<file path="src/rtl/core/hde_pkg.sv">
// ----------------------------------------------------------------------------
// hde_pkg - haptic detent engine shared definitions
// Word types, configuration layout, register indexes and the fixed tables
// used by the front stage and the torque pipeline.
// ----------------------------------------------------------------------------
`default_nettype none

package hde_pkg;

    // Defaults for the top-level parameters
    localparam int ANGLE_BITS_DEF  = 24;
    localparam int LPF_SHIFT_DEF   = 3;
    localparam int COOLDOWN_MS_DEF = 50;

    // Sensor angle width, scaled up to the internal angle width
    localparam int RAW_BITS = 12;

    // Largest scroll step per tick
    localparam int MAX_STEP = 8;

    // Acceleration thresholds: floor(256 * (exp(k / 4) - 1)), k = 1..MAX_STEP
    localparam logic [10:0] ACCEL_ROM [1:MAX_STEP] = '{
        11'd72, 11'd166, 11'd285, 11'd439, 11'd637, 11'd891, 11'd1217, 11'd1635
    };

    // 2*pi in Q13
    localparam int TWO_PI_Q13 = 51472;

    // Kick scaling: kick_level * (speed + KICK_OFFSET) / 2560, done as >>9
    // then multiply by ceil(2^21 / 5) and >>21 (exact over the 19-bit range)
    localparam int KICK_OFFSET      = 1280;
    localparam int KICK_PRE_SHIFT   = 9;
    localparam int KICK_RECIP       = 419431;
    localparam int KICK_RECIP_SHIFT = 21;

    // Configuration port
    localparam int CFG_INDEX_W = 3;
    localparam int CFG_DATA_W  = 24;

    localparam logic [CFG_INDEX_W-1:0] REG_DETENT_SIZE       = 3'd0;
    localparam logic [CFG_INDEX_W-1:0] REG_HYSTERESIS_MARGIN = 3'd1;
    localparam logic [CFG_INDEX_W-1:0] REG_MOTION_THRESHOLD  = 3'd2;
    localparam logic [CFG_INDEX_W-1:0] REG_RATE_DEADZONE     = 3'd3;
    localparam logic [CFG_INDEX_W-1:0] REG_SPRING_GAIN       = 3'd4;
    localparam logic [CFG_INDEX_W-1:0] REG_DAMPING_GAIN      = 3'd5;
    localparam logic [CFG_INDEX_W-1:0] REG_KICK_LEVEL        = 3'd6;
    localparam logic [CFG_INDEX_W-1:0] REG_TORQUE_LIMIT      = 3'd7;

    typedef struct packed {
        logic [23:0] detent_size;
        logic [22:0] hysteresis_margin;
        logic [14:0] motion_threshold;
        logic [14:0] rate_deadzone;
        logic [15:0] spring_gain;
        logic [15:0] damping_gain;
        logic [10:0] kick_level;
        logic [10:0] torque_limit;
    } hde_cfg_t;

    localparam hde_cfg_t CFG_RESET = '{
        detent_size:       24'd699051,
        hysteresis_margin: 23'd46603,
        motion_threshold:  15'd128,
        rate_deadzone:     15'd64,
        spring_gain:       16'd1024,
        damping_gain:      16'd256,
        kick_level:        11'd384,
        torque_limit:      11'd768
    };

    typedef struct packed {
        logic [11:0]        raw_angle;
        logic signed [15:0] spin_rate;
        logic [31:0]        now_ms;
    } hde_in_t;

    typedef struct packed {
        logic signed [4:0]  wheel_delta;
        logic signed [11:0] torque;
        logic               kick_fired;
    } hde_out_t;

    // Front stage to torque pipeline
    typedef struct packed {
        logic signed [4:0] wheel_delta;
        logic              torque_on;   // moving and outside the snap zone
        logic              err_pos;     // error strictly positive
        logic              fv_pos;      // deadbanded velocity > 0
        logic              fv_neg;      // deadbanded velocity < 0
        logic              same_sign;   // velocity and error agree
        logic              kick_fire;
        logic [15:0]       drive_speed; // deadbanded speed
    } hde_ctl_t;

endpackage

`default_nettype wire

</file>
<file path="src/rtl/core/hde_front.sv">
// ----------------------------------------------------------------------------
// hde_front - filters, detent stepping and kick decision
// Holds all loop state and updates it for each accepted word; hands the
// torque pipeline the error magnitude and control flags.
// ----------------------------------------------------------------------------
`default_nettype none

module hde_front
    import hde_pkg::*;
#(
    parameter int ANGLE_BITS  = ANGLE_BITS_DEF,
    parameter int LPF_SHIFT   = LPF_SHIFT_DEF,
    parameter int COOLDOWN_MS = COOLDOWN_MS_DEF
)
(
    input  wire logic                  clk,
    input  wire logic                  rst_n,
    input  wire hde_cfg_t              cfg,
    input  wire logic                  in_valid,
    output logic                       in_ready,
    input  wire hde_in_t               in_word,
    output logic                       out_valid,
    input  wire logic                  out_ready,
    output hde_ctl_t                   ctl,
    output logic [ANGLE_BITS-1:0]      aerr
);

    localparam int AB = ANGLE_BITS;
    localparam int CW = ((AB > 24) ? AB : 24) + 3;  // step compare width
    localparam int KW = ((AB > 24) ? AB : 24) + 7;  // kick zone compare width

    logic [AB-1:0]        fa_reg, fa_next;
    logic signed [15:0]   fv_reg, fv_next;
    logic [AB-1:0]        center_reg, center_next;
    logic                 kick_active_reg, kick_active_next;
    logic [31:0]          last_kick_reg, last_kick_next;
    logic                 valid_reg;
    hde_ctl_t             ctl_reg, ctl_next;
    logic [AB-1:0]        aerr_reg, aerr_next;

    logic                 take;
    logic [AB-1:0]        raw_s, adiff, err1, err2, ds_ab;
    logic signed [16:0]   vdiff, vstep, fv_sum, fv_mag;
    logic [15:0]          speed, drive_speed;
    logic                 moving, step_up, step_dn, in_db, err_neg, err_pos;
    logic                 fv_pos, fv_neg, kick_held, torque_on, kick_zone, fire;
    logic signed [CW-1:0] two_err, step_thr;
    logic [4:0]           acc, step_mag, wheel_mag;
    logic signed [4:0]    wheel;
    logic [KW-1:0]        aerr_k, ds_k;
    logic [31:0]          elapsed;

    assign take     = in_valid && in_ready;
    assign in_ready = !valid_reg || out_ready;

    // Low-pass filters; arithmetic shift gives round toward minus infinity
    always_comb
    begin
        raw_s   = AB'(in_word.raw_angle) << (AB - RAW_BITS);
        adiff   = raw_s - fa_reg;
        fa_next = fa_reg + AB'($signed(adiff) >>> LPF_SHIFT);

        vdiff   = 17'(in_word.spin_rate) - 17'(fv_reg);
        vstep   = vdiff >>> LPF_SHIFT;
        fv_sum  = 17'(fv_reg) + vstep;
        fv_next = fv_sum[15:0];
        fv_mag  = fv_next[15] ? -17'(fv_next) : 17'(fv_next);
        speed   = fv_mag[15:0];
    end

    // Acceleration: highest threshold the speed reaches
    always_comb
    begin
        acc = '0;
        for (int k = 1; k <= MAX_STEP; k++)
        begin
            if (speed >= 16'(ACCEL_ROM[k]))
            begin
                acc = 5'(k);
            end
        end
        step_mag  = acc + 5'd1;
        wheel_mag = (step_mag > 5'(MAX_STEP)) ? 5'(MAX_STEP) : step_mag;
    end

    // Detent step
    always_comb
    begin
        err1     = fa_next - center_reg;
        two_err  = CW'($signed(err1)) <<< 1;
        step_thr = CW'(cfg.detent_size) + (CW'(cfg.hysteresis_margin) << 1);
        moving   = speed >= 16'(cfg.motion_threshold);
        step_up  = moving && (two_err > step_thr);
        step_dn  = moving && (two_err < -step_thr);
        ds_ab    = AB'(cfg.detent_size);

        if (step_up)
        begin
            wheel       = $signed(wheel_mag);
            center_next = center_reg + ds_ab;
        end
        else if (step_dn)
        begin
            wheel       = -$signed(wheel_mag);
            center_next = center_reg - ds_ab;
        end
        else
        begin
            wheel       = '0;
            center_next = center_reg;
        end
    end

    // Haptic decisions against the updated centre
    always_comb
    begin
        err2        = fa_next - center_next;
        err_neg     = err2[AB-1];
        err_pos     = !err_neg && (err2 != '0);
        aerr_next   = err_neg ? -err2 : err2;

        in_db       = speed < 16'(cfg.rate_deadzone);
        drive_speed = in_db ? 16'd0 : speed;
        fv_pos      = !in_db && !fv_next[15] && (fv_next != '0);
        fv_neg      = !in_db && fv_next[15];

        elapsed     = in_word.now_ms - last_kick_reg;
        kick_held   = kick_active_reg && (elapsed < 32'(COOLDOWN_MS));

        torque_on   = (drive_speed > 16'(cfg.motion_threshold)) &&
                      (CW'(aerr_next) >= CW'(cfg.hysteresis_margin));

        // 3*ds < 8*|err| and 40*|err| < 19*ds
        aerr_k      = KW'(aerr_next);
        ds_k        = KW'(cfg.detent_size);
        kick_zone   = ((aerr_k << 3) > ((ds_k << 1) + ds_k)) &&
                      (((aerr_k << 5) + (aerr_k << 3)) <
                       ((ds_k << 4) + (ds_k << 1) + ds_k));
        fire        = torque_on && !kick_held && kick_zone;

        kick_active_next = fire || kick_held;
        last_kick_next   = fire ? in_word.now_ms : last_kick_reg;

        ctl_next.wheel_delta = wheel;
        ctl_next.torque_on   = torque_on;
        ctl_next.err_pos     = err_pos;
        ctl_next.fv_pos      = fv_pos;
        ctl_next.fv_neg      = fv_neg;
        ctl_next.same_sign   = (fv_pos && err_pos) || (fv_neg && err_neg);
        ctl_next.kick_fire   = fire;
        ctl_next.drive_speed = drive_speed;
    end

    always_ff @(posedge clk or negedge rst_n)
    begin
        if (!rst_n)
        begin
            fa_reg          <= '0;
            fv_reg          <= '0;
            center_reg      <= '0;
            kick_active_reg <= 1'b0;
            last_kick_reg   <= '0;
            valid_reg       <= 1'b0;
        end
        else
        begin
            if (take)
            begin
                fa_reg          <= fa_next;
                fv_reg          <= fv_next;
                center_reg      <= center_next;
                kick_active_reg <= kick_active_next;
                last_kick_reg   <= last_kick_next;
            end
            if (in_ready)
            begin
                valid_reg <= in_valid;
            end
        end
    end

    always_ff @(posedge clk)
    begin
        if (take)
        begin
            ctl_reg  <= ctl_next;
            aerr_reg <= aerr_next;
        end
    end

    assign out_valid = valid_reg;
    assign ctl       = ctl_reg;
    assign aerr      = aerr_reg;

endmodule

`default_nettype wire

</file>
<file path="src/rtl/core/hde_torque.sv">
// ----------------------------------------------------------------------------
// hde_torque - spring, damping and kick torque pipeline
// Three stages: products, scaling, then sum, motion gating and clamp.
// ----------------------------------------------------------------------------
`default_nettype none

module hde_torque
    import hde_pkg::*;
#(
    parameter int ANGLE_BITS = ANGLE_BITS_DEF
)
(
    input  wire logic                  clk,
    input  wire logic                  rst_n,
    input  wire hde_cfg_t              cfg,
    input  wire logic                  in_valid,
    output logic                       in_ready,
    input  wire hde_ctl_t              ctl,
    input  wire logic [ANGLE_BITS-1:0] aerr,
    output logic                       out_valid,
    input  wire logic                  out_ready,
    output hde_out_t                   out_word
);

    localparam int AB = ANGLE_BITS;
    localparam int SW = AB + 16;   // spring_gain * |err|
    localparam int PW = AB + 32;   // times 2*pi
    localparam int TW = 26;        // torque sum width

    logic            v2_reg, v3_reg, v4_reg;
    logic            rdy2, rdy3, rdy4;

    hde_ctl_t        ctl2_reg, ctl3_reg;
    logic [SW-1:0]   sprod_reg;
    logic [31:0]     dprod_reg;
    logic [27:0]     kprod_reg;

    logic [PW-1:0]   spring_full;
    logic [18:0]     spring_next, spring_reg;
    logic [23:0]     dmag_next, dmag_reg;
    logic [18:0]     kq_in;
    logic [39:0]     kq_full;
    logic [18:0]     kq;
    logic [10:0]     kick_next, kick_reg;

    logic signed [TW-1:0] sp_s, dm_s, kk_s, lim_s, tq;
    hde_out_t        out_next, out_reg;

    assign rdy4     = !v4_reg || out_ready;
    assign rdy3     = !v3_reg || rdy4;
    assign rdy2     = !v2_reg || rdy3;
    assign in_ready = rdy2;

    // Scaling stage
    always_comb
    begin
        spring_full = PW'(sprod_reg) * PW'(TWO_PI_Q13);
        spring_next = spring_full[PW-1:AB+13];
        dmag_next   = ctl2_reg.same_sign ? dprod_reg[31:8] : 24'(dprod_reg[31:9]);
        kq_in       = kprod_reg[27:KICK_PRE_SHIFT];
        kq_full     = 40'(kq_in) * 40'(KICK_RECIP);
        kq          = kq_full[39:KICK_RECIP_SHIFT];
        kick_next   = (kq > 19'(cfg.kick_level)) ? cfg.kick_level : kq[10:0];
    end

    // Sum with kick, gate against motion, clamp, and zero unless torque_on
    always_comb
    begin
        sp_s  = TW'(spring_reg);
        dm_s  = TW'(dmag_reg);
        kk_s  = TW'(kick_reg);
        lim_s = TW'(cfg.torque_limit);

        tq = (ctl3_reg.err_pos ? sp_s : -sp_s) - (ctl3_reg.fv_neg ? -dm_s : dm_s);
        if (ctl3_reg.kick_fire)
        begin
            tq = tq + (ctl3_reg.err_pos ? kk_s : -kk_s);
        end
        if ((ctl3_reg.fv_pos && (tq < 0)) || (ctl3_reg.fv_neg && (tq > 0)))
        begin
            tq = '0;
        end
        if (tq > lim_s)
        begin
            tq = lim_s;
        end
        if (tq < -lim_s)
        begin
            tq = -lim_s;
        end
        if (!ctl3_reg.torque_on)
        begin
            tq = '0;
        end

        out_next.wheel_delta = ctl3_reg.wheel_delta;
        out_next.torque      = tq[11:0];
        out_next.kick_fired  = ctl3_reg.kick_fire;
    end

    always_ff @(posedge clk or negedge rst_n)
    begin
        if (!rst_n)
        begin
            v2_reg <= 1'b0;
            v3_reg <= 1'b0;
            v4_reg <= 1'b0;
        end
        else
        begin
            if (rdy2)
            begin
                v2_reg <= in_valid;
            end
            if (rdy3)
            begin
                v3_reg <= v2_reg;
            end
            if (rdy4)
            begin
                v4_reg <= v3_reg;
            end
        end
    end

    always_ff @(posedge clk)
    begin
        if (rdy2 && in_valid)
        begin
            ctl2_reg  <= ctl;
            sprod_reg <= SW'(cfg.spring_gain) * SW'(aerr);
            dprod_reg <= 32'(cfg.damping_gain) * 32'(ctl.drive_speed);
            kprod_reg <= 28'(cfg.kick_level) *
                         28'(17'(ctl.drive_speed) + 17'(KICK_OFFSET));
        end
        if (rdy3 && v2_reg)
        begin
            ctl3_reg   <= ctl2_reg;
            spring_reg <= spring_next;
            dmag_reg   <= dmag_next;
            kick_reg   <= kick_next;
        end
        if (rdy4 && v3_reg)
        begin
            out_reg <= out_next;
        end
    end

    assign out_valid = v4_reg;
    assign out_word  = out_reg;

endmodule

`default_nettype wire

</file>
<file path="src/rtl/core/haptic_detent_engine_top.sv">
// ----------------------------------------------------------------------------
// haptic_detent_engine_top - knob detent engine, one control tick per word
// Input register, configuration registers, front stage and torque pipeline.
// ----------------------------------------------------------------------------
// One input word is one control tick: sensor angle, shaft velocity and the
// millisecond clock. The block takes one word every clock cycle while the
// output is not stalled and returns exactly one result word (wheel delta,
// drive torque, kick flag) per input word, in order, once it has passed the
// input register, the front stage and the torque pipeline. The rate is set
// by the front stage, which updates the filter, detent centre and kick state
// of each tick as it accepts it, so the next tick can follow straight away;
// the torque multiplies run behind it in a three-stage pipeline. Each stage
// has its own valid bit and ready; gaps close up while the output waits.
// Configuration registers are written through cfg_we/cfg_index/cfg_data at
// any edge with cfg_we high; write them only while the block is empty.
`default_nettype none

module haptic_detent_engine_top
    import hde_pkg::*;
#(
    parameter int ANGLE_BITS  = ANGLE_BITS_DEF,   // internal angle, 16..32
    parameter int LPF_SHIFT   = LPF_SHIFT_DEF,    // filter alpha 2^-LPF_SHIFT
    parameter int COOLDOWN_MS = COOLDOWN_MS_DEF   // kick re-arm time
)
(
    input  wire logic                   clk,
    input  wire logic                   rst_n,
    input  wire logic                   cfg_we,
    input  wire logic [CFG_INDEX_W-1:0] cfg_index,
    input  wire logic [CFG_DATA_W-1:0]  cfg_data,
    input  wire logic                   in_valid,
    output logic                        in_ready,
    input  wire hde_in_t                in_data,
    output logic                        out_valid,
    input  wire logic                   out_ready,
    output hde_out_t                    out_data
);

    hde_cfg_t                cfg_reg;

    // Input register
    logic                    s0_valid_reg;
    hde_in_t                 s0_word_reg;
    logic                    front_ready;

    // Front stage to torque pipeline
    logic                    front_valid;
    logic                    torque_ready;
    hde_ctl_t                front_ctl;
    logic [ANGLE_BITS-1:0]   front_aerr;

    assign in_ready = !s0_valid_reg || front_ready;

    // Configuration registers: narrower ones keep the low bits of the word
    always_ff @(posedge clk or negedge rst_n)
    begin
        if (!rst_n)
        begin
            cfg_reg <= CFG_RESET;
        end
        else if (cfg_we)
        begin
            unique case (cfg_index)
                REG_DETENT_SIZE:       cfg_reg.detent_size       <= cfg_data;
                REG_HYSTERESIS_MARGIN: cfg_reg.hysteresis_margin <= cfg_data[22:0];
                REG_MOTION_THRESHOLD:  cfg_reg.motion_threshold  <= cfg_data[14:0];
                REG_RATE_DEADZONE:     cfg_reg.rate_deadzone     <= cfg_data[14:0];
                REG_SPRING_GAIN:       cfg_reg.spring_gain       <= cfg_data[15:0];
                REG_DAMPING_GAIN:      cfg_reg.damping_gain      <= cfg_data[15:0];
                REG_KICK_LEVEL:        cfg_reg.kick_level        <= cfg_data[10:0];
                REG_TORQUE_LIMIT:      cfg_reg.torque_limit      <= cfg_data[10:0];
                default:               cfg_reg                   <= cfg_reg;
            endcase
        end
    end

    always_ff @(posedge clk or negedge rst_n)
    begin
        if (!rst_n)
        begin
            s0_valid_reg <= 1'b0;
        end
        else if (in_ready)
        begin
            s0_valid_reg <= in_valid;
        end
    end

    always_ff @(posedge clk)
    begin
        if (in_valid && in_ready)
        begin
            s0_word_reg <= in_data;
        end
    end

    // Loop state, filters, stepping and kick decision
    hde_front #(
        .ANGLE_BITS  (ANGLE_BITS),
        .LPF_SHIFT   (LPF_SHIFT),
        .COOLDOWN_MS (COOLDOWN_MS)
    ) u_front (
        .clk       (clk),
        .rst_n     (rst_n),
        .cfg       (cfg_reg),
        .in_valid  (s0_valid_reg),
        .in_ready  (front_ready),
        .in_word   (s0_word_reg),
        .out_valid (front_valid),
        .out_ready (torque_ready),
        .ctl       (front_ctl),
        .aerr      (front_aerr)
    );

    // Spring, damping, kick and clamp
    hde_torque #(
        .ANGLE_BITS (ANGLE_BITS)
    ) u_torque (
        .clk       (clk),
        .rst_n     (rst_n),
        .cfg       (cfg_reg),
        .in_valid  (front_valid),
        .in_ready  (torque_ready),
        .ctl       (front_ctl),
        .aerr      (front_aerr),
        .out_valid (out_valid),
        .out_ready (out_ready),
        .out_word  (out_data)
    );

endmodule

`default_nettype wire
</file>
<file path="config.mk">
export PLATFORM = sky130hd
export DESIGN_NAME = haptic_detent_engine_top
export DESIGN_NICKNAME = d
export VERILOG_FILES = /design/src/rtl/core/hde_pkg.sv /design/src/rtl/core/hde_front.sv /design/src/rtl/core/hde_torque.sv /design/src/rtl/core/haptic_detent_engine_top.sv
export SDC_FILE = /design/constraint.sdc
export NUM_CORES = 2
export LEC_CHECK = 0
export BUFFER_PORTS_ARGS = -buffer_cell sky130_fd_sc_hd__buf_2
export CORE_MARGIN = 10
export CORE_UTILIZATION = 60
export DETAILED_ROUTE_END_ITERATION = 10
export MAX_ROUTING_LAYER = met4
export PLACE_DENSITY_LB_ADDON = 0.2
export SYNTH_ARGS = -nofsm -noshare
export SYNTH_HDL_FRONTEND = slang
export SYNTH_HIERARCHICAL = 1
export SYNTH_SLANG_ARGS = --single-unit
export TNS_END_PERCENT = 100
</file>
<file path="constraint.sdc">
create_clock -name clk -period 19.7 [get_ports clk]
set_input_delay 0.985 -clock clk [delete_from_list [all_inputs] [get_ports clk]]
set_output_delay 0.985 -clock clk [all_outputs]
set_load 0.01 [all_outputs]
</file>
==> metrics.log <==
[metrics] number of buffers inserted by port buffering: 111
[metrics] max cap viols: 1
[metrics] area taken by multi-input logic gates: 60,500 um^2
[metrics] number of cell rows: 135
[metrics] grt ovf: 0
[metrics] final setup violation count: 0
[metrics] Longest Clk Path Bufs: 3
[metrics] sequential fraction of the synthesis area: 17.7%
[metrics] Post-route DRC: 0
[metrics] class of the tightest hold or removal check: input pin to async pin
[metrics] detailed-route wire length: 224,000 um
[metrics] antenna violations before repair: 7
[metrics] half-perimeter wire length of the detailed placement result: 179,000 um
[metrics] Final Hold Fails: 0
[metrics] total number of nets in the final design: 11,000
[metrics] Hold-fix buffers, CTS: 0
[metrics] actual slew at the worst max-slew pin: 1.47 ns
[metrics] share of post-route cells with drive strength above 1: 7.04%
[metrics] portion of the clock cycle consumed by the worst path in the final layout: 92.5%
[metrics] initial drt markers: 4,311
[metrics] Total Die Area: 151,000 um^2
[metrics] worst endpoint required time: 20.29 ns
[metrics] P&R area growth vs syn: 6.00%
[metrics] height of the die: 389 um
[metrics] critical path type: flip-flop to flip-flop
[metrics] ratio of routed vias to standard cells: 5.92
[metrics] ports placed on the boundary: 112
[metrics] Synth warnings: 6
[metrics] worst reg-to-reg setup slack: 1.48 ns
[metrics] Cell variety after synth: 121
[metrics] maximum number of pins on one net before global-route repair: 123
[metrics] endpoint arrival time on the critical path: 18.80 ns
[metrics] clock tree root buffer cell: sky130_fd_sc_hd__clkbuf_16
[metrics] wire length of the first global-routing pass: 358,000 um
[metrics] maximum frequency from static timing analysis: 54.9 MHz
[metrics] post-detailed-route wirelength per cell: 20.9 um
[metrics] clock slew at the register clock pins of the worst setup and hold paths: 0.06 ns
[metrics] outcome: finished, violations left
[metrics] antenna viol nets, final: 0
[metrics] Total Neg Setup Slack: 0 ns
[metrics] element type at the critical path start: flip-flop
[metrics] later-pin clock latency in the skew report: 0.72 ns
[metrics] number of enable flip-flop cells after synthesis: 287
[metrics] Starting Density: 60.4%
[metrics] number of iterations in the first detailed-routing pass: 6
[metrics] leading register cell type out of synthesis: sky130_fd_sc_hd__edfxtp_1
[metrics] FF+latch area: 14,500 um^2
[metrics] H-Tree Level Count: 3
[metrics] Tmin final: 18.22 ns
[metrics] largest fanout on the critical path: 32
[metrics] unrepaired setup endpoints after global routing: no
[metrics] slew margin rel.: 0.423%
[metrics] fill cell instance count of the final layout: 11,400
[metrics] number of synthesized register bits: 520
[metrics] overall die width: 389 um
[metrics] vias in the first global route: 65,900
[metrics] Largest stage delay, worst path: 0.48 ns
[metrics] routed vias: 63,500
[metrics] Critical Path Slowest Stage Cell: sky130_fd_sc_hd__a2111oi_0
[metrics] max reg flops: 131
[metrics] average size of a mapped cell: 9.21 um^2
[metrics] async set-reset flop share out of synthesis: 44.8%
[metrics] TritonCTS clock tree: yes
[metrics] cell area after technology mapping: 81,700 um^2
[metrics] core footprint: 135,000 um^2
[metrics] TritonCTS buffer count: 67
[metrics] dominant cell type by count on the critical path: sky130_fd_sc_hd__a21oi_1
[metrics] total routing usage reported by global routing: 30.4%
[metrics] Num Clock Sinks: 520
[metrics] cell count after synthesis: 8,862
[metrics] clock tree skew after final layout: 0.0715 ns
[metrics] R2R depth: 89
[metrics] number of max-slew violations in the final report: 0
[metrics] failing checks: capacitance limit
[metrics] total nets after synthesis: 11,000
[metrics] type of element capturing the critical path: flip-flop
[metrics] final weighted congestion in routability-driven placement: 1.00
-- kinds of logic (layout without fill, tap and decap cells) --
kind of cell / Yosys count / after routing / share of synthesized area (%)
compound gates: 1579 / 1579 / 12.9
xor+xnor: 422 / 422 / 4.54
fa+ha+maj: 2047 / 2047 / 39.6
buf+inv: 1767 / 1834 / 8.29
flops: 520 / 520 / 17.7
mux: 224 / 224 / 3.06
other cells: 0 / 5 / 0
simple gates: 2303 / 2303 / 13.8
-- final timing paths --
path / from / end
max: u_front/fa_reg[0]$_DFFE_PN0P_ / u_front/last_kick_reg[0]$_DFFE_PN0P_
min: rst_n / u_front/last_kick_reg[8]$_DFFE_PN0P_
max reg2reg: u_front/fa_reg[0]$_DFFE_PN0P_ / u_front/last_kick_reg[0]$_DFFE_PN0P_
min reg2reg: u_front/ctl[18]$_DFFE_PP_ / u_torque/ctl2_reg[18]$_DFFE_PP_
max in group asynchronous: rst_n / cfg_reg[125]$_DFFE_PN0P_
min in group clk: u_front/ctl[18]$_DFFE_PP_ / u_torque/ctl2_reg[18]$_DFFE_PP_
-- area by class of cell --
class | instances | share of cell area [%]
Sequential cell | 520 | 16.7
Inverter | 1512 | 6.56
Tap cell | 1781 | 2.57
Antenna cell | 5 | 0.0145
Clock buffer | 80 | 2.05
Timing Repair Buffer | 198 | 1.44
Multi-Input combinational cell | 6575 | 69.9
Clock inverter | 44 | 0.727
-- critical path, delay by kind of cell (launching register included) --
family / cells / cell delay, ns
compound gates: 53 / 10.30
buf+inv: 4 / 0.81
fa+ha+maj: 7 / 2.33
xor+xnor: 6 / 1.21
flops: 1 / 0.44
mux: 1 / 0.36
simple gates: 18 / 2.63
-- metal layers --
metal	global-route usage (%)	part of all wire (%)
met1	38.1	43
met3	3.86	5.7
met2	49.3	47
met4	13.3	5.0
met5	-	0
-- what timing repair did --
item	in CTS	in global routing
endpoints found under the setup margin	0	34
resized for setup	0	17
setup buffers	0	2
-- cells in the mapped netlist (all sizes together) (26+ instances only) --
library cell / n / area share (%)
and3: 47 / 0.37
xor2: 161 / 1.7
clkbuf: 210 / 0.97
or4: 26 / 0.24
xnor2: 261 / 2.8
edfxtp: 287 / 11
ha: 1146 / 18
fa: 901 / 22
o21a: 97 / 0.89
inv: 1511 / 6.9
buf: 45 / 0.38
or3: 39 / 0.30
nor4: 37 / 0.32
a31oi: 67 / 0.52
dfrtp: 206 / 6.3
and2: 311 / 2.4
o211ai: 42 / 0.40
nand2: 874 / 4.0
o22ai: 27 / 0.21
nand2b: 84 / 0.64
o21ai: 312 / 1.9
nor2: 387 / 1.8
nor2b: 78 / 0.61
or2: 35 / 0.27
nand4: 74 / 0.57
dfstp: 27 / 0.87
o31ai: 41 / 0.41
mux2: 208 / 2.9
nor3: 130 / 0.83
a21o: 183 / 1.7
nand3: 111 / 0.69
o21bai: 53 / 0.49
a21oi: 406 / 2.5
a211oi: 43 / 0.41
-- cell usage in the layout, fill, tap and decap left out, drive strengths merged, types with 37 or more instances in the layout --
cell type     n
o21bai       53
o211ai       42
and2        311
o31ai        41
a211oi       43
nand2       874
xor2        161
o21a         97
clkbuf       80
o21ai       312
edfxtp      287
fa          901
nor3        130
inv        1519
a31oi        67
nor4         37
nand3       111
nand2b       84
dfrtp       206
ha         1146
nor2        387
a21o        183
or3          39
mux2        208
and3         47
nor2b        78
buf         198
xnor2       261
nand4        74
a21oi       406
-- through the flow --
stage / utilization [%] / hold WS, ns / instances / cell area (um^2) / setup slack (ns)
2_1_floorplan: - / 0.400 / 8862 / 81700 / 3.58
4_1_cts: 63.9 / 0.371 / 10700 / 86500 / 0.757
5_1_grt: 64.0 / 0.387 / 10700 / 86600 / 0.00391
6_report: 64.0 / 0.370 / 10700 / 86600 / 1.48
3_5_place_dp: 62.1 / 0.405 / 10600 / 84100 / 0.942
3_3_place_gp: 62.1 / 0.400 / 10600 / 84100 / 1.07
Power is left out: the tool's default activity adds up to more than one toggle a clock period on the data nets, which glitch-free logic cannot reach.
